===== src/rtl/assert_macros.svh =====
// ---------------------------------------------------------------------------
// assert_macros.svh
// Shared assertion macros. Each one samples on i_clk and is disabled while
// i_rst_n is low, so modules that use them name their clock and reset so.
// ---------------------------------------------------------------------------
`ifndef ASSERT_MACROS_SVH
`define ASSERT_MACROS_SVH

// Condition holds at every clock edge.
`define ASSERT_ALWAYS(label, cond) \
    label: assert property (@(posedge i_clk) disable iff (!i_rst_n) (cond)) \
        else $error("assertion failed");

// Consequent holds in the same cycle as the antecedent.
`define ASSERT_IMPLIES(label, ante, cons) \
    label: assert property (@(posedge i_clk) disable iff (!i_rst_n) \
        (ante) |-> (cons)) else $error("assertion failed");

// Consequent holds in the cycle after the antecedent.
`define ASSERT_NEXT(label, ante, cons) \
    label: assert property (@(posedge i_clk) disable iff (!i_rst_n) \
        (ante) |=> (cons)) else $error("assertion failed");

`endif


===== src/rtl/rtc_pkg.sv =====
// ----------------------------------------------------------------------------
// rtc_pkg
// Types, widths and the multiply sequence table of the ray/triangle
// closest-hit engine.
// ----------------------------------------------------------------------------
`default_nettype none

package rtc_pkg;

    // Field and datapath widths
    localparam int CW          = 32;          // Q16.16 coordinate
    localparam int VW          = CW + 1;      // vertex difference
    localparam int FACE_W      = 16;          // face index field
    localparam int FACE_ID_DEF = 16;          // default face id bits
    localparam int BARY_W      = 17;          // barycentric output
    localparam int PQ_W        = 67;          // cross product component
    localparam int ACC_W       = 102;         // dot product accumulator
    localparam int MP_W        = 34;          // multiplier operand (signed)
    localparam int BIT_W       = $clog2(MP_W);
    localparam int NUM_W       = ACC_W + 16;  // shifted numerator
    localparam int REM_W       = ACC_W + 1;   // divider remainder
    localparam int DCNT_W      = $clog2(NUM_W);
    localparam int RES_W       = 64;          // saturated quotient
    localparam int N_TERMS     = 24;
    localparam int TERM_W      = $clog2(N_TERMS);
    localparam int CFG_IDX_W   = 3;
    localparam int QUEUE_DEPTH = 2;

    localparam logic signed [CW-1:0] ONE_Q   = 32'sd65536;
    localparam logic signed [CW-1:0] CW_MAX  = 32'sh7FFF_FFFF;
    localparam logic signed [CW-1:0] CW_MIN  = 32'sh8000_0000;

    // Register indexes
    localparam logic [CFG_IDX_W-1:0] CFG_ORG_X = 3'd0;
    localparam logic [CFG_IDX_W-1:0] CFG_ORG_Y = 3'd1;
    localparam logic [CFG_IDX_W-1:0] CFG_ORG_Z = 3'd2;
    localparam logic [CFG_IDX_W-1:0] CFG_DIR_X = 3'd3;
    localparam logic [CFG_IDX_W-1:0] CFG_DIR_Y = 3'd4;
    localparam logic [CFG_IDX_W-1:0] CFG_DIR_Z = 3'd5;
    localparam logic [CFG_IDX_W-1:0] CFG_T_MIN = 3'd6;
    localparam logic [CFG_IDX_W-1:0] CFG_T_MAX = 3'd7;

    typedef struct packed {
        logic signed [CW-1:0] org_x;
        logic signed [CW-1:0] org_y;
        logic signed [CW-1:0] org_z;
        logic signed [CW-1:0] dir_x;
        logic signed [CW-1:0] dir_y;
        logic signed [CW-1:0] dir_z;
        logic signed [CW-1:0] t_min;
        logic signed [CW-1:0] t_max;
    } t_cfg;

    // One triangle after the front end: edges, origin offset, tag
    typedef struct packed {
        logic signed [VW-1:0] e1_x;
        logic signed [VW-1:0] e1_y;
        logic signed [VW-1:0] e1_z;
        logic signed [VW-1:0] e2_x;
        logic signed [VW-1:0] e2_y;
        logic signed [VW-1:0] e2_z;
        logic signed [VW-1:0] s_x;
        logic signed [VW-1:0] s_y;
        logic signed [VW-1:0] s_z;
        logic [FACE_W-1:0]    face;
        logic                 last;
    } t_item;

    typedef enum logic [3:0] {
        MC_DIR_X, MC_DIR_Y, MC_DIR_Z,
        MC_S_X, MC_S_Y, MC_S_Z,
        MC_P_X, MC_P_Y, MC_P_Z,
        MC_Q_X, MC_Q_Y, MC_Q_Z
    } t_mc_sel;

    typedef enum logic [3:0] {
        MP_E1_X, MP_E1_Y, MP_E1_Z,
        MP_E2_X, MP_E2_Y, MP_E2_Z,
        MP_S_X, MP_S_Y, MP_S_Z,
        MP_DIR_X, MP_DIR_Y, MP_DIR_Z
    } t_mp_sel;

    typedef enum logic [3:0] {
        DST_NONE,
        DST_P_X, DST_P_Y, DST_P_Z,
        DST_DET, DST_UN,
        DST_Q_X, DST_Q_Y, DST_Q_Z,
        DST_VN, DST_TN
    } t_dst;

    // One product term: acc +/-= mcand * mplier, stored at dst when set
    typedef struct packed {
        t_mc_sel mc;
        t_mp_sel mp;
        logic    sub;
        t_dst    dst;
    } t_term;

    function automatic t_term mk_term(input t_mc_sel mc, input t_mp_sel mp,
                                      input logic sub, input t_dst dst);
        t_term r;
        r.mc  = mc;
        r.mp  = mp;
        r.sub = sub;
        r.dst = dst;
        return r;
    endfunction

    // p = dir x e2, det = e1.p, un = s.p, q = s x e1, vn = dir.q, tn = e2.q
    function automatic t_term term_info(input logic [TERM_W-1:0] idx);
        t_term r;
        case (idx)
            5'd0:    r = mk_term(MC_DIR_Y, MP_E2_Z,  1'b0, DST_NONE);
            5'd1:    r = mk_term(MC_DIR_Z, MP_E2_Y,  1'b1, DST_P_X);
            5'd2:    r = mk_term(MC_DIR_Z, MP_E2_X,  1'b0, DST_NONE);
            5'd3:    r = mk_term(MC_DIR_X, MP_E2_Z,  1'b1, DST_P_Y);
            5'd4:    r = mk_term(MC_DIR_X, MP_E2_Y,  1'b0, DST_NONE);
            5'd5:    r = mk_term(MC_DIR_Y, MP_E2_X,  1'b1, DST_P_Z);
            5'd6:    r = mk_term(MC_P_X,   MP_E1_X,  1'b0, DST_NONE);
            5'd7:    r = mk_term(MC_P_Y,   MP_E1_Y,  1'b0, DST_NONE);
            5'd8:    r = mk_term(MC_P_Z,   MP_E1_Z,  1'b0, DST_DET);
            5'd9:    r = mk_term(MC_P_X,   MP_S_X,   1'b0, DST_NONE);
            5'd10:   r = mk_term(MC_P_Y,   MP_S_Y,   1'b0, DST_NONE);
            5'd11:   r = mk_term(MC_P_Z,   MP_S_Z,   1'b0, DST_UN);
            5'd12:   r = mk_term(MC_S_Y,   MP_E1_Z,  1'b0, DST_NONE);
            5'd13:   r = mk_term(MC_S_Z,   MP_E1_Y,  1'b1, DST_Q_X);
            5'd14:   r = mk_term(MC_S_Z,   MP_E1_X,  1'b0, DST_NONE);
            5'd15:   r = mk_term(MC_S_X,   MP_E1_Z,  1'b1, DST_Q_Y);
            5'd16:   r = mk_term(MC_S_X,   MP_E1_Y,  1'b0, DST_NONE);
            5'd17:   r = mk_term(MC_S_Y,   MP_E1_X,  1'b1, DST_Q_Z);
            5'd18:   r = mk_term(MC_Q_X,   MP_DIR_X, 1'b0, DST_NONE);
            5'd19:   r = mk_term(MC_Q_Y,   MP_DIR_Y, 1'b0, DST_NONE);
            5'd20:   r = mk_term(MC_Q_Z,   MP_DIR_Z, 1'b0, DST_VN);
            5'd21:   r = mk_term(MC_Q_X,   MP_E2_X,  1'b0, DST_NONE);
            5'd22:   r = mk_term(MC_Q_Y,   MP_E2_Y,  1'b0, DST_NONE);
            5'd23:   r = mk_term(MC_Q_Z,   MP_E2_Z,  1'b0, DST_TN);
            default: r = mk_term(MC_DIR_X, MP_E1_X,  1'b0, DST_NONE);
        endcase
        return r;
    endfunction

endpackage

`default_nettype wire


===== src/rtl/rtc_queue.sv =====
// ----------------------------------------------------------------------------
// rtc_queue
// Two-entry queue between front and back end: a head and a tail register.
// ----------------------------------------------------------------------------
`default_nettype none

`include "assert_macros.svh"

module rtc_queue
    import rtc_pkg::*;
(
    input  wire logic  i_clk,
    input  wire logic  i_rst_n,
    input  wire logic  i_push,
    input  wire t_item i_item,
    output logic       o_full,
    input  wire logic  i_pop,
    output logic       o_valid,
    output t_item      o_item
);

    logic [1:0] r_cnt;
    t_item      r_head;
    t_item      r_tail;

    assign o_full  = (r_cnt == 2'(QUEUE_DEPTH));
    assign o_valid = (r_cnt != 2'd0);
    assign o_item  = r_head;

    always_ff @(posedge i_clk) begin
        if (!i_rst_n) begin
            r_cnt <= 2'd0;
        end else begin
            r_cnt <= r_cnt + 2'(i_push) - 2'(i_pop);
        end
        // Data moves toward the head
        if (i_pop) begin
            if (r_cnt == 2'd2) begin
                r_head <= r_tail;
            end else if (i_push) begin
                r_head <= i_item;
            end
            if (i_push && r_cnt == 2'd2) begin
                r_tail <= i_item;
            end
        end else if (i_push) begin
            if (r_cnt == 2'd0) begin
                r_head <= i_item;
            end else begin
                r_tail <= i_item;
            end
        end
    end

    `ASSERT_IMPLIES(a_push_room, i_push, r_cnt != 2'(QUEUE_DEPTH))
    `ASSERT_IMPLIES(a_pop_data, i_pop, r_cnt != 2'd0)
    `ASSERT_ALWAYS(a_cnt_range, r_cnt <= 2'(QUEUE_DEPTH))

endmodule

`default_nettype wire


===== config.mk =====
export PLATFORM = sky130hd
export DESIGN_NAME = rtc_queue
export DESIGN_NICKNAME = d
export VERILOG_FILES = /design/src/rtl/rtc_pkg.sv /design/src/rtl/rtc_queue.sv
export VERILOG_INCLUDE_DIRS = /design/src /design/src/rtl
export SDC_FILE = /design/constraint.sdc
export NUM_CORES = 1
export LEC_CHECK = 0
export BUFFER_PORTS_ARGS = -buffer_cell sky130_fd_sc_hd__buf_4
export CORE_MARGIN = 5
export CORE_UTILIZATION = 25
export DETAILED_ROUTE_END_ITERATION = 10
export GPL_ROUTABILITY_DRIVEN = 0
export GPL_TIMING_DRIVEN = 1
export PLACE_DENSITY = 0.57
export SLEW_MARGIN = 20
export SYNTH_ARGS = -nofsm -noshare
export SYNTH_HDL_FRONTEND = slang
export SYNTH_SLANG_ARGS = --single-unit

===== constraint.sdc =====
create_clock -name i_clk -period 24.1 [get_ports i_clk]
set_input_delay 2.41 -clock i_clk [delete_from_list [all_inputs] [get_ports i_clk]]
set_output_delay 2.41 -clock i_clk [all_outputs]
set_load 0.03 [all_outputs]

# == Yosys cells after proc, flatten, opt, wreduce, memory -nomap -nowiden ==
# Cells that the tools add are included.
# word_totals
regBits,630
inputBits,318
out_inout_bits,316
word_cells,45
# op_classes
add_sub_neg,2
eq_ne,3
mux,9
n_reduce_logical,8
# ops
cell,n
$mux W314,9
$reduce_bool A2 Y1,4
$reduce_and A3 Y1,2
$add A2 B1 Y2,1
$eq A2 B2 Y1 const B,1
$logic_not A2 Y1,1
$ne A2 B1 Y1 const B,1
$ne A2 B2 Y1 const B,1
$sub A2 B1 Y2,1
$logic_and A1 B1 Y1,1

# == Longest topological paths before layout ==
# depth
ltp_word,4
mapped_depth,7
mapped_depth_nobuf,7

# == Worst setup path before layout ==
# OpenSTA, ideal clock, no wires.
# synth_timing
path_kind,input to register
startpoint,in i_push
endpoint,reg r_head (netlist bit o_item[0]) (enable)
setup_time_ns,1.425
arrival_ns,24.268
t_required_ns,22.675
setup_slack_ns,-1.593
cell_stages,2
cell_sequence,inv_1 > o21ai_0
# synth_between
elab_chain_cells,2
word_cells_on_any_way,3
# synth_lines
item,line_no,source
"start, declared",rtc_queue.sv:14,"input wire logic i_push,"
$reduce_bool A2 Y1 (no line),n/a,
$reduce_and A3 Y1 (no line) (*),n/a,
"end signal, assigned",rtc_queue.sv:39,r_head <= r_tail;
"end signal, assigned",rtc_queue.sv:41,r_head <= i_item;
"end signal, assigned",rtc_queue.sv:48,r_head <= i_item;
"end, declared",rtc_queue.sv:23,t_item r_head;
# Mark *: on every way between the ends. The rest lies on a longest branch, timed or not.
# A chain may end at the register's enable or synchronous reset.

# == Worst setup path after layout ==
# layout_timing
startpoint,in i_push
endpoint,reg r_head (netlist bit o_item[313]) (enable)
# The elaborated chain is that of the path after synthesis.

==> flow_metrics.py <==
metrics = {
    "power_and_ir_drop": {
        "combPwrFrac": 0.191,
        "swShare": 0.2783,
        "switchingPower_uw": 860.0,
        "leakage_nw": 11.53,
        "seqPwrFrac": 0.471,
        "power.total_mw": 3.090,
        "power_density_mw_per_mm2": 99.19,
        "p_clk_frac": 0.338,
        "vdd_drop_max_uv": 50.96,
        "p_int_mw": 2.230,
    },
    "global_route": {
        "grt_usage": 0.1145,
        "grt_pass1_vias": 13014,
        "grt_max_degree": 144,
        "antenna_found_initial": 3,
        "grt_pass1_wl_um": 85240,
        "grt_remaining_overflow": 0,
    },
    "floorplan": {
        "die_area_mm2": 0.09773,
        "start_util": 0.2509,
        "die_x_um": 312.6,
        "pin_count": 634,
        "dieHeight_um": 312.6,
        "core-area_mm2": 0.09125,
        "num_rows": 111,
    },
    "clock_tree": {
        "ctsHoldBuffers": 0,
        "cts-resized-gates": 0,
        "cts_root_buf": "clkbuf_16",
        "numCtsBuffers": 71,
        "cts_tree": "built",
        "clk_pin_slew_worst_paths_ns": 0.06,
        "htree_levels": 3,
        "cts_setup_buffers": 0,
        "numClockSinks": 630,
        "cts_buffer_depth": 3,
        "worstSkewPairLatency_ns": 0.61,
    },
    "layout": {
        "fin_area_mm2": 0.03115,
        "finish.utilization": 0.3414,
        "finalNetCount": 1995,
        "drive_above_1_share": 0.4606,
        "fill_cells": 8668,
        "regArea_mm2": 0.01890,
        "multi_input_area_mm2": 0.003666,
        "synthToLayoutAreaGrowth_pct": 36.05,
    },
    "hold_path": {
        "hold_class": "flop to flop",
    },
    "flow_run": {
        "maxCapViolations": 0,
    },
    "synthesis": {
        "ys_seq_area_frac": 0.8254,
        "synth.avg_cell_area_um2": 23.03,
        "synth_warnings": 0,
        "yosys.cell_types.count": 16,
        "synth.ff_latch_count": 630,
        "synth_area_mm2": 0.02289,
        "syn_inst": 994,
        "syn-num-nets": 1314,
    },
    "worst_setup_path": {
        "crit_required_ns": 24.32,
        "worstPathArrival_ns": 5.53,
        "critPathMaxFanout": 70,
        "criticalPathCategory": "input port to flop",
        "reg2reg_slack_ns": 20.11,
        "worstSetupStartpointType": "input port",
        "critPathCaptureType": "flop",
    },
    "timing": {
        "max_clock_freq_mhz": 188.4,
        "period_share": 0.2203,
        "hold_viol_final": 0,
        "post-route-min-period_ns": 5.309,
        "maxSlewViolCount": 0,
        "rsz0062_at_grt": "no",
        "setup_violations": 0,
        "max_slew_margin": 0.2907,
        "fin_skew_ns": 0.01785,
        "worstMarginPinSlew_ns": 1.064,
        "setup_ws_ns": 18.79,
        "finalSetupTns_ns": 0,
    },
    "drt": {
        "avgRoutedWirePerCell_um": 20.16,
        "routed_via_density": 4.093,
        "antenna_left": 0,
        "routed_wl_um": 58790,
        "drcViolationCount": 0,
        "initialDrtViolationCount": 814,
        "dr.pass1.iters": 4,
        "vias": 11936,
    },
    "outcome": {
        "status": "completed",
    },
    "place": {
        "dpl_worst_slack_ns": 18.12,
        "port_buffers": 633,
        "hpwl_um": 40880,
        "dpl-instance-area_mm2": 0.02892,
    },
}
[cell usage after synthesis (all sizes together)]
library cell / number / area (um2)
o21ai: 2 / 10.01
ha: 2 / 25.02
xnor2: 2 / 17.52
or2: 1 / 6.260
dfxtp: 2 / 40.04
mux2: 314 / 3536
and2b: 1 / 8.760
edfxtp: 628 / 18860
and2: 2 / 12.51
o21a: 1 / 7.510
inv: 3 / 11.26
nor2: 1 / 3.750
nand2: 1 / 6.260
buf: 34 / 351.6
[worst paths after layout]
path,from,depth (start not counted),to
worst min register to register,r_tail[110],1,o_item[110]
worst max register to register,r_cnt[1],5,o_item[313]
worst min-delay path,r_tail[110],1,o_item[110]
worst max-delay path,i_push,6,o_item[313]
[critical path, cell delays in order]
cell	delay (ns)
buf_4	0.11
inv_1	0.06
o21ai_4	0.69
buf_4	0.69
buf_4	0.58
buf_4	0.77
[state kept, by name (all words and copies together), names as in the netlist]
signal / cells
r_tail: 314
o_item: 314
r_cnt: 2
[power by group through the flow]
| stage | clock network, mW | registers, mW | logic (mW) |
|---|---|---|---|
| finish | 1.04 | 1.45 | 0.591 |
| global route | 1.13 | 1.47 | 0.624 |
| CTS | 1.08 | 1.46 | 0.605 |
| detailed placement | 0 | 1.48 | 0.604 |
| global placement | 0 | 1.47 | 0.597 |
| floorplan | 0 | 1.73 | 0.153 |
[kinds of logic after synthesis]
kind of cell    Yosys count  share of synthesized area
simple gates              6                   0.001640
mux                     314                     0.1544
buf+inv                  37                    0.01585
fa+ha+maj                 2                   0.001093
flops                   630                     0.8254
xor+xnor                  2                  0.0007653
compound gates            3                  0.0007653
[metrics by stage]
stage	std cells	hold slack (ns)
floorplan	994	0.5013
global placement	2788	0.5071
detailed placement	2788	0.5097
CTS	2914	0.5190
global route	2915	0.5305
finish	2916	0.5185
[final cells by class]
| cell class | instances | share of cell area |
|---|---|---|
| diodes | 2 | 0.0001607 |
| inverters | 3 | 0.0003615 |
| flip-flops and latches | 630 | 0.6067 |
| clock buffers | 92 | 0.06162 |
| multi-input cells | 327 | 0.1177 |
| clock inverters | 34 | 0.009882 |
| repair buffers | 642 | 0.1559 |
| well taps | 1186 | 0.04764 |
[cell usage in the layout (no fill, tap or decap), types with 3 or more instances in the layout]
| cell type | instances |
|---|---|
| buf_12 | 3 |
| buf_4 | 639 |
| bufinv_16 | 5 |
| clkbuf_1 | 18 |
| clkbuf_16 | 74 |
| clkinv_1 | 13 |
| clkinv_2 | 10 |
| edfxtp_1 | 628 |
| inv_1 | 3 |
| mux2_1 | 260 |
| mux2_2 | 54 |
[metal layers]
| layer | part of all wire | wire (um) | vias up | global-route usage |
|---|---|---|---|---|
| met2 | 0.52 | 30530 | 395 | 0.2019 |
| met3 | 0.077 | 4500 | 108 | 0.04172 |
| met1 | 0.37 | 21880 | 6082 | 0.1274 |
| met4 | 0.032 | 1868 | 2 | 0.04215 |
| li1 | - | - | 5349 | - |
| met5 | 0.00022 | 13 | - | 0 |
No activity file was read; power rests on OpenSTA's default activity.
