`src/rtl/assert_macros.svh`:
```
// ---------------------------------------------------------------------------
// assert_macros.svh
// Shared assertion macros. Each one samples on i_clk and is disabled while
// i_rst_n is low, so modules that use them name their clock and reset so.
// ---------------------------------------------------------------------------
`ifndef ASSERT_MACROS_SVH
`define ASSERT_MACROS_SVH

// Condition holds at every clock edge.
`define ASSERT_ALWAYS(label, cond) \
    label: assert property (@(posedge i_clk) disable iff (!i_rst_n) (cond)) \
        else $error("assertion failed");

// Consequent holds in the same cycle as the antecedent.
`define ASSERT_IMPLIES(label, ante, cons) \
    label: assert property (@(posedge i_clk) disable iff (!i_rst_n) \
        (ante) |-> (cons)) else $error("assertion failed");

// Consequent holds in the cycle after the antecedent.
`define ASSERT_NEXT(label, ante, cons) \
    label: assert property (@(posedge i_clk) disable iff (!i_rst_n) \
        (ante) |=> (cons)) else $error("assertion failed");

`endif

```
`src/rtl/rtc_pkg.sv`:
```
// ----------------------------------------------------------------------------
// rtc_pkg
// Types, widths and the multiply sequence table of the ray/triangle
// closest-hit engine.
// ----------------------------------------------------------------------------
`default_nettype none

package rtc_pkg;

    // Field and datapath widths
    localparam int CW          = 32;          // Q16.16 coordinate
    localparam int VW          = CW + 1;      // vertex difference
    localparam int FACE_W      = 16;          // face index field
    localparam int FACE_ID_DEF = 16;          // default face id bits
    localparam int BARY_W      = 17;          // barycentric output
    localparam int PQ_W        = 67;          // cross product component
    localparam int ACC_W       = 102;         // dot product accumulator
    localparam int MP_W        = 34;          // multiplier operand (signed)
    localparam int BIT_W       = $clog2(MP_W);
    localparam int NUM_W       = ACC_W + 16;  // shifted numerator
    localparam int REM_W       = ACC_W + 1;   // divider remainder
    localparam int DCNT_W      = $clog2(NUM_W);
    localparam int RES_W       = 64;          // saturated quotient
    localparam int N_TERMS     = 24;
    localparam int TERM_W      = $clog2(N_TERMS);
    localparam int CFG_IDX_W   = 3;
    localparam int QUEUE_DEPTH = 2;

    localparam logic signed [CW-1:0] ONE_Q   = 32'sd65536;
    localparam logic signed [CW-1:0] CW_MAX  = 32'sh7FFF_FFFF;
    localparam logic signed [CW-1:0] CW_MIN  = 32'sh8000_0000;

    // Register indexes
    localparam logic [CFG_IDX_W-1:0] CFG_ORG_X = 3'd0;
    localparam logic [CFG_IDX_W-1:0] CFG_ORG_Y = 3'd1;
    localparam logic [CFG_IDX_W-1:0] CFG_ORG_Z = 3'd2;
    localparam logic [CFG_IDX_W-1:0] CFG_DIR_X = 3'd3;
    localparam logic [CFG_IDX_W-1:0] CFG_DIR_Y = 3'd4;
    localparam logic [CFG_IDX_W-1:0] CFG_DIR_Z = 3'd5;
    localparam logic [CFG_IDX_W-1:0] CFG_T_MIN = 3'd6;
    localparam logic [CFG_IDX_W-1:0] CFG_T_MAX = 3'd7;

    typedef struct packed {
        logic signed [CW-1:0] org_x;
        logic signed [CW-1:0] org_y;
        logic signed [CW-1:0] org_z;
        logic signed [CW-1:0] dir_x;
        logic signed [CW-1:0] dir_y;
        logic signed [CW-1:0] dir_z;
        logic signed [CW-1:0] t_min;
        logic signed [CW-1:0] t_max;
    } t_cfg;

    // One triangle after the front end: edges, origin offset, tag
    typedef struct packed {
        logic signed [VW-1:0] e1_x;
        logic signed [VW-1:0] e1_y;
        logic signed [VW-1:0] e1_z;
        logic signed [VW-1:0] e2_x;
        logic signed [VW-1:0] e2_y;
        logic signed [VW-1:0] e2_z;
        logic signed [VW-1:0] s_x;
        logic signed [VW-1:0] s_y;
        logic signed [VW-1:0] s_z;
        logic [FACE_W-1:0]    face;
        logic                 last;
    } t_item;

    typedef enum logic [3:0] {
        MC_DIR_X, MC_DIR_Y, MC_DIR_Z,
        MC_S_X, MC_S_Y, MC_S_Z,
        MC_P_X, MC_P_Y, MC_P_Z,
        MC_Q_X, MC_Q_Y, MC_Q_Z
    } t_mc_sel;

    typedef enum logic [3:0] {
        MP_E1_X, MP_E1_Y, MP_E1_Z,
        MP_E2_X, MP_E2_Y, MP_E2_Z,
        MP_S_X, MP_S_Y, MP_S_Z,
        MP_DIR_X, MP_DIR_Y, MP_DIR_Z
    } t_mp_sel;

    typedef enum logic [3:0] {
        DST_NONE,
        DST_P_X, DST_P_Y, DST_P_Z,
        DST_DET, DST_UN,
        DST_Q_X, DST_Q_Y, DST_Q_Z,
        DST_VN, DST_TN
    } t_dst;

    // One product term: acc +/-= mcand * mplier, stored at dst when set
    typedef struct packed {
        t_mc_sel mc;
        t_mp_sel mp;
        logic    sub;
        t_dst    dst;
    } t_term;

    function automatic t_term mk_term(input t_mc_sel mc, input t_mp_sel mp,
                                      input logic sub, input t_dst dst);
        t_term r;
        r.mc  = mc;
        r.mp  = mp;
        r.sub = sub;
        r.dst = dst;
        return r;
    endfunction

    // p = dir x e2, det = e1.p, un = s.p, q = s x e1, vn = dir.q, tn = e2.q
    function automatic t_term term_info(input logic [TERM_W-1:0] idx);
        t_term r;
        case (idx)
            5'd0:    r = mk_term(MC_DIR_Y, MP_E2_Z,  1'b0, DST_NONE);
            5'd1:    r = mk_term(MC_DIR_Z, MP_E2_Y,  1'b1, DST_P_X);
            5'd2:    r = mk_term(MC_DIR_Z, MP_E2_X,  1'b0, DST_NONE);
            5'd3:    r = mk_term(MC_DIR_X, MP_E2_Z,  1'b1, DST_P_Y);
            5'd4:    r = mk_term(MC_DIR_X, MP_E2_Y,  1'b0, DST_NONE);
            5'd5:    r = mk_term(MC_DIR_Y, MP_E2_X,  1'b1, DST_P_Z);
            5'd6:    r = mk_term(MC_P_X,   MP_E1_X,  1'b0, DST_NONE);
            5'd7:    r = mk_term(MC_P_Y,   MP_E1_Y,  1'b0, DST_NONE);
            5'd8:    r = mk_term(MC_P_Z,   MP_E1_Z,  1'b0, DST_DET);
            5'd9:    r = mk_term(MC_P_X,   MP_S_X,   1'b0, DST_NONE);
            5'd10:   r = mk_term(MC_P_Y,   MP_S_Y,   1'b0, DST_NONE);
            5'd11:   r = mk_term(MC_P_Z,   MP_S_Z,   1'b0, DST_UN);
            5'd12:   r = mk_term(MC_S_Y,   MP_E1_Z,  1'b0, DST_NONE);
            5'd13:   r = mk_term(MC_S_Z,   MP_E1_Y,  1'b1, DST_Q_X);
            5'd14:   r = mk_term(MC_S_Z,   MP_E1_X,  1'b0, DST_NONE);
            5'd15:   r = mk_term(MC_S_X,   MP_E1_Z,  1'b1, DST_Q_Y);
            5'd16:   r = mk_term(MC_S_X,   MP_E1_Y,  1'b0, DST_NONE);
            5'd17:   r = mk_term(MC_S_Y,   MP_E1_X,  1'b1, DST_Q_Z);
            5'd18:   r = mk_term(MC_Q_X,   MP_DIR_X, 1'b0, DST_NONE);
            5'd19:   r = mk_term(MC_Q_Y,   MP_DIR_Y, 1'b0, DST_NONE);
            5'd20:   r = mk_term(MC_Q_Z,   MP_DIR_Z, 1'b0, DST_VN);
            5'd21:   r = mk_term(MC_Q_X,   MP_E2_X,  1'b0, DST_NONE);
            5'd22:   r = mk_term(MC_Q_Y,   MP_E2_Y,  1'b0, DST_NONE);
            5'd23:   r = mk_term(MC_Q_Z,   MP_E2_Z,  1'b0, DST_TN);
            default: r = mk_term(MC_DIR_X, MP_E1_X,  1'b0, DST_NONE);
        endcase
        return r;
    endfunction

endpackage

`default_nettype wire

```
`src/rtl/rtc_front.sv`:
```
// ----------------------------------------------------------------------------
// rtc_front
// Takes triangle requests, forms both edges and the origin offset, masks the
// face id and holds the result until the queue has room.
// ----------------------------------------------------------------------------
`default_nettype none

module rtc_front
    import rtc_pkg::*;
#(
    parameter int FACE_ID_BITS = FACE_ID_DEF
) (
    input  wire logic                 i_clk,
    input  wire logic                 i_rst_n,
    input  wire t_cfg                 i_cfg,
    input  wire logic                 i_in_valid,
    output logic                      o_in_stall,
    input  wire logic signed [CW-1:0] i_a_x,
    input  wire logic signed [CW-1:0] i_a_y,
    input  wire logic signed [CW-1:0] i_a_z,
    input  wire logic signed [CW-1:0] i_b_x,
    input  wire logic signed [CW-1:0] i_b_y,
    input  wire logic signed [CW-1:0] i_b_z,
    input  wire logic signed [CW-1:0] i_c_x,
    input  wire logic signed [CW-1:0] i_c_y,
    input  wire logic signed [CW-1:0] i_c_z,
    input  wire logic [FACE_W-1:0]    i_face_index,
    input  wire logic                 i_last_triangle,
    input  wire logic                 i_q_full,
    output logic                      o_push,
    output t_item                     o_item
);

    localparam logic [FACE_W-1:0] FACE_MASK = (FACE_ID_BITS >= FACE_W) ?
        {FACE_W{1'b1}} : FACE_W'((64'd1 << FACE_ID_BITS) - 64'd1);

    logic  r_valid;
    t_item r_item;
    t_item n_item;
    logic  take;

    // Hand off when the queue has room, refill in the same cycle
    assign o_push     = r_valid && !i_q_full;
    assign o_in_stall = r_valid && i_q_full;
    assign take       = i_in_valid && !o_in_stall;
    assign o_item     = r_item;

    // Edge and offset vectors, one extra bit keeps them exact
    always_comb begin
        n_item.e1_x = {i_b_x[CW-1], i_b_x} - {i_a_x[CW-1], i_a_x};
        n_item.e1_y = {i_b_y[CW-1], i_b_y} - {i_a_y[CW-1], i_a_y};
        n_item.e1_z = {i_b_z[CW-1], i_b_z} - {i_a_z[CW-1], i_a_z};
        n_item.e2_x = {i_c_x[CW-1], i_c_x} - {i_a_x[CW-1], i_a_x};
        n_item.e2_y = {i_c_y[CW-1], i_c_y} - {i_a_y[CW-1], i_a_y};
        n_item.e2_z = {i_c_z[CW-1], i_c_z} - {i_a_z[CW-1], i_a_z};
        n_item.s_x  = {i_cfg.org_x[CW-1], i_cfg.org_x} - {i_a_x[CW-1], i_a_x};
        n_item.s_y  = {i_cfg.org_y[CW-1], i_cfg.org_y} - {i_a_y[CW-1], i_a_y};
        n_item.s_z  = {i_cfg.org_z[CW-1], i_cfg.org_z} - {i_a_z[CW-1], i_a_z};
        n_item.face = i_face_index & FACE_MASK;
        n_item.last = i_last_triangle;
    end

    always_ff @(posedge i_clk) begin
        if (!i_rst_n) begin
            r_valid <= 1'b0;
        end else begin
            if (take) begin
                r_valid <= 1'b1;
            end else if (o_push) begin
                r_valid <= 1'b0;
            end
        end
        if (take) begin
            r_item <= n_item;
        end
    end

endmodule

`default_nettype wire

```
`config.mk`:
```
export PLATFORM = sky130hd
export DESIGN_NAME = rtc_front
export DESIGN_NICKNAME = d
export VERILOG_FILES = /design/src/rtl/assert_macros.svh /design/src/rtl/rtc_pkg.sv /design/src/rtl/rtc_front.sv
export SDC_FILE = /design/constraint.sdc
export NUM_CORES = 1
export LEC_CHECK = 0
export BUFFER_PORTS_ARGS = -buffer_cell sky130_fd_sc_hd__buf_2
export CORE_AREA = 2 2 347 349
export DETAILED_ROUTE_END_ITERATION = 16
export DIE_AREA = 0 0 349 351
export PLACE_DENSITY = 0.39
export SYNTH_ARGS = -nofsm -noshare
export SYNTH_HDL_FRONTEND = slang
export SYNTH_SLANG_ARGS = --single-unit
```
`constraint.sdc`:
```
create_clock -name i_clk -period 21.3 [get_ports i_clk]
set_input_delay 4.26 -clock i_clk [delete_from_list [all_inputs] [get_ports i_clk]]
set_output_delay 4.26 -clock i_clk [all_outputs]
set_load 0.01 [all_outputs]
```
# Yosys cells after proc, flatten, opt, wreduce, memory -nomap -nowiden
# Cells that the tools add are included.
totals:
  inputBits: 565
  elab_cells: 29
  out_inout_bits: 316
  regBits: 315
classes:
  reduce_logical: 6
  add_sub_neg: 9
  n_mux: 2
ops:
  columns: ["op", "n"]
  rows:
  - ["$sub 32x32->33", 9]
  - ["$logic_and 1x1->1", 3]
  - ["$logic_not 1->1", 2]
  - ["$mux 1", 2]
  - ["$reduce_bool 2->1", 1]

# Logic depth before layout (Yosys ltp)
logic_depth:
  word_depth: 4
  depth_mapped: 13

# Least setup slack after synthesis
# No wires, ideal clock.
synth_path:
  path_kind: "input port to flip-flop"
  from: "in i_q_full"
  to: "reg r_item, in the netlist o_item[0], enable pin"
  arrival_ps: 18251
  t_required_ps: 20269
  slack_ps: 2018
  cell_stages: 2
  path_cell_list: "and2_1 -> nor2b_1"
synth_via:
  elab_chain_len: 3
synth_rtl:
  columns: ["element", "line", "text"]
  rows:
  - ["from (decl)", "rtc_front.sv:29", "input wire logic i_q_full,"]
  - ["$logic_and 1x1->1", "rtc_front.sv:44", "assign o_in_stall = r_valid && i_q_full;"]
  - ["$logic_not 1->1", "rtc_front.sv:45", "assign take = i_in_valid && !o_in_stall;"]
  - ["$logic_and 1x1->1", "rtc_front.sv:45", null]
  - ["via take", "rtc_front.sv:40", "logic take;"]
  - ["to (signal assigned)", "rtc_front.sv:74", "r_item <= n_item;"]
  - ["to (decl)", "rtc_front.sv:38", "t_item r_item;"]
# The timed path passes the listed nets, and every way through them passes these cells.
# A chain may end at the register's enable or synchronous reset.

# Worst setup path after layout
layout_path:
  from: "in i_q_full"
  to: "out o_in_stall"
layout_via:
  elab_chain_len: 1
layout_rtl:
  columns: ["element", "line", "text"]
  rows:
  - ["$logic_and 1x1->1", "rtc_front.sv:44", null]
  - ["to (decl)", "rtc_front.sv:17", "output logic o_in_stall,"]
# Every way passes these cells.

==> run metrics <==
Avg WL per Cell=between 20 and 25 um; drt pass-1 iters=5; global-route wire length before repair=roughly 140 mm; FF/Latch Area=about 9400 um2; DRC violations left=0; power per cell area=roughly 75 nW/um2; Fin. Hold Viols=0; worst hold path class=flop to flop; highest clock rate=between 100 and 150 MHz; Vias/cell=between 4 and 5; skew final=0.0261 ns; clock power share=about a third; async set or reset register ratio after synthesis=0%; NetSw=approximately 0.76 mW; ys flop type=edfxtp_1; syn_nets=3178; 1st-iter DRT viols=around 900; most frequent cells in the layout=720 x buf_2, 314 x edfxtp_1, 288 x ha_1; total CTS buffers=47; RSZ-0062 raised after global routing=false; crit-path max FO=3; NumNets Final=a little under 4000; max capacitance violation total=0; initial antenna violation count=44; worst slew pin tran=around 1.0 ns; Placeable Area=about 120000 um2; Netlist cell types=78; root buf cell=clkbuf_16; P&R area growth vs syn=30.0%; status=complete, no violations; I/O Buffers=between 700 and 800; Post-synth EDFFs=approximately 310; Int Pwr=roughly 1.5 mW; final core utilization=between 20% and 30%; clock sinks=around 320; worst reg-to-reg setup slack=between 15 and 20 ns; ANT nets after route=0; Seq/Total Area, Yosys=a little over 40%; sw frac=33.5%; Setup CP Type=input port to output pin; Clock transition at path regs=0.06 ns; number of global-route vias before repair=between 20000 and 25000; crit path DAT=about 4.7 ns; cells resized by post-CTS repair=0; Worst setup SP type=input port; gp weighted congestion=around 0.87; fin. max-slew vios=0; DP Worst Slack=roughly 12 ns; Leak=between 10 and 15 nW; Post-CTS Setup Inserts=0; GRT Util Overall=16.1%; Rel. slew slack=about a third; YS warnings=0; combinational power share=30.3%; hpwl dp=86.7 mm; Post-Route WL=103 mm; fraction of layout cells with a size suffix above 1=around a quarter; deepest clock path buffer count=3; die area=approximately 120000 um2; Setup Viol. Count Final=0; CTS tree=yes; worst path required time=about 17 ns; htree depth=2; Multi-input gate area=around 13000 um2; final worst slack=12.34 ns; starting density of the core=between 10% and 20%; FF+latch count, synth=approximately 320; Die Height=~350 um; Crit. End Element=output pin; leading cell type in the layout, fill and taps excluded=buf_2; IO Pins=881; via count=20820; GR Overflow Total=0; FP Rows=127; period utilization=42.1%; sequential share of power=36.1%; syn_area_per_cell=roughly 10 um2; largest net degree at the start of global routing=70; die span in x=around 350 um; WHS=0.667 ns; maximum VDD drop=just under 0.05 mV; Cells after Synth=around 2300; post-synthesis instance area=~23000 um2; min cycle time layout=approximately 9 ns; Fin Setup TNS=0 ns; hold_buf cts=0; Fillers=roughly 13000; clk_lat worst skew=0.62 ns; Final Power=2.27 mW
==> worst paths after layout <==
| check | start | cells past startpoint | end |
|---|---|---|---|
| worst min-delay path | r_valid | 2 | r_valid |
| worst min register to register | r_valid | 2 | r_valid |
| worst max register to register | r_valid | 4 | o_item[33] |
| worst max-delay path | i_q_full | 3 | o_in_stall |
==> logic make-up after synthesis <==
group / synth area share [%]
buf+inv: 3.36
xor+xnor: 9.20
mux: 0.0854
compound gates: 20.0
simple gates: 10.9
flops: 40.3
fa+ha+maj: 16.1
==> metal layers <==
metal,vias up,GRT usage [%],part of all wire (%)
li1,10131,-,-
met1,9900,18.1,39
met2,614,28.5,49
met3,127,6.68,9.9
met4,48,3.05,1.6
met5,-,0,0.31
==> flip-flops by register name (all words and copies together) (netlist names) <==
register  flops
o_item      314
r_valid       1
==> Yosys cell counts, types with 10 or more instances <==
library cell	count	area [um2]
and2_1	13	81.3
o211ai_1	11	82.6
nand2b_1	36	225
nor2b_1	34	213
xnor2_1	173	1520
nor3_1	27	135
o21ai_1	11	55.1
nor2_1	154	578
o31ai_1	11	82.6
or3_1	10	62.6
o21bai_1	28	210
a31oi_1	34	213
and3_1	25	156
a21oi_1	214	1070
nand4_1	17	106
edfxtp_1	314	9430
clkbuf_1	11	41.3
o21ai_0	114	571
nand2_1	129	484
xor2_1	73	639
ha_1	288	3600
inv_1	199	747
a211oi_1	16	120
o21a_1	62	465
a21o_1	114	856
nand3_1	50	250
==> critical path: stages <==
cell    delay, ns
buf_2        0.10
and2_1       0.19
buf_2        0.15
==> per-stage QoR <==
stage / std cells / instance area (um2)
2_1_floorplan: 2316 / 23400
3_3_place_gp: 4583 / 29000
3_5_place_dp: 4583 / 29000
4_1_cts: 4666 / 30400
5_1_grt: 4669 / 30500
6_report: 4674 / 30500
==> power groups by stage <==
stage | Sequential [mW] | Combinational (mW) | Clock (mW)
after floorplan | 0.888 | 0.377 | 0
after global placement | 0.832 | 0.701 | 0
after detailed placement | 0.832 | 0.698 | 0
after CTS | 0.822 | 0.702 | 0.803
after global routing | 0.828 | 0.766 | 0.821
final | 0.820 | 0.688 | 0.765
==> area by class of cell <==
class                           instances  area share [%]
Multi-Input combinational cell       1791            43.3
Sequential cell                       315            31.0
Timing Repair Buffer                  730            12.1
Tap cell                             1548            6.36
Clock buffer                           56            3.97
Inverter                              199            2.45
Clock inverter                         27           0.731
Antenna cell                            8          0.0657
Note: power is estimated with default switching activity, not from simulation.
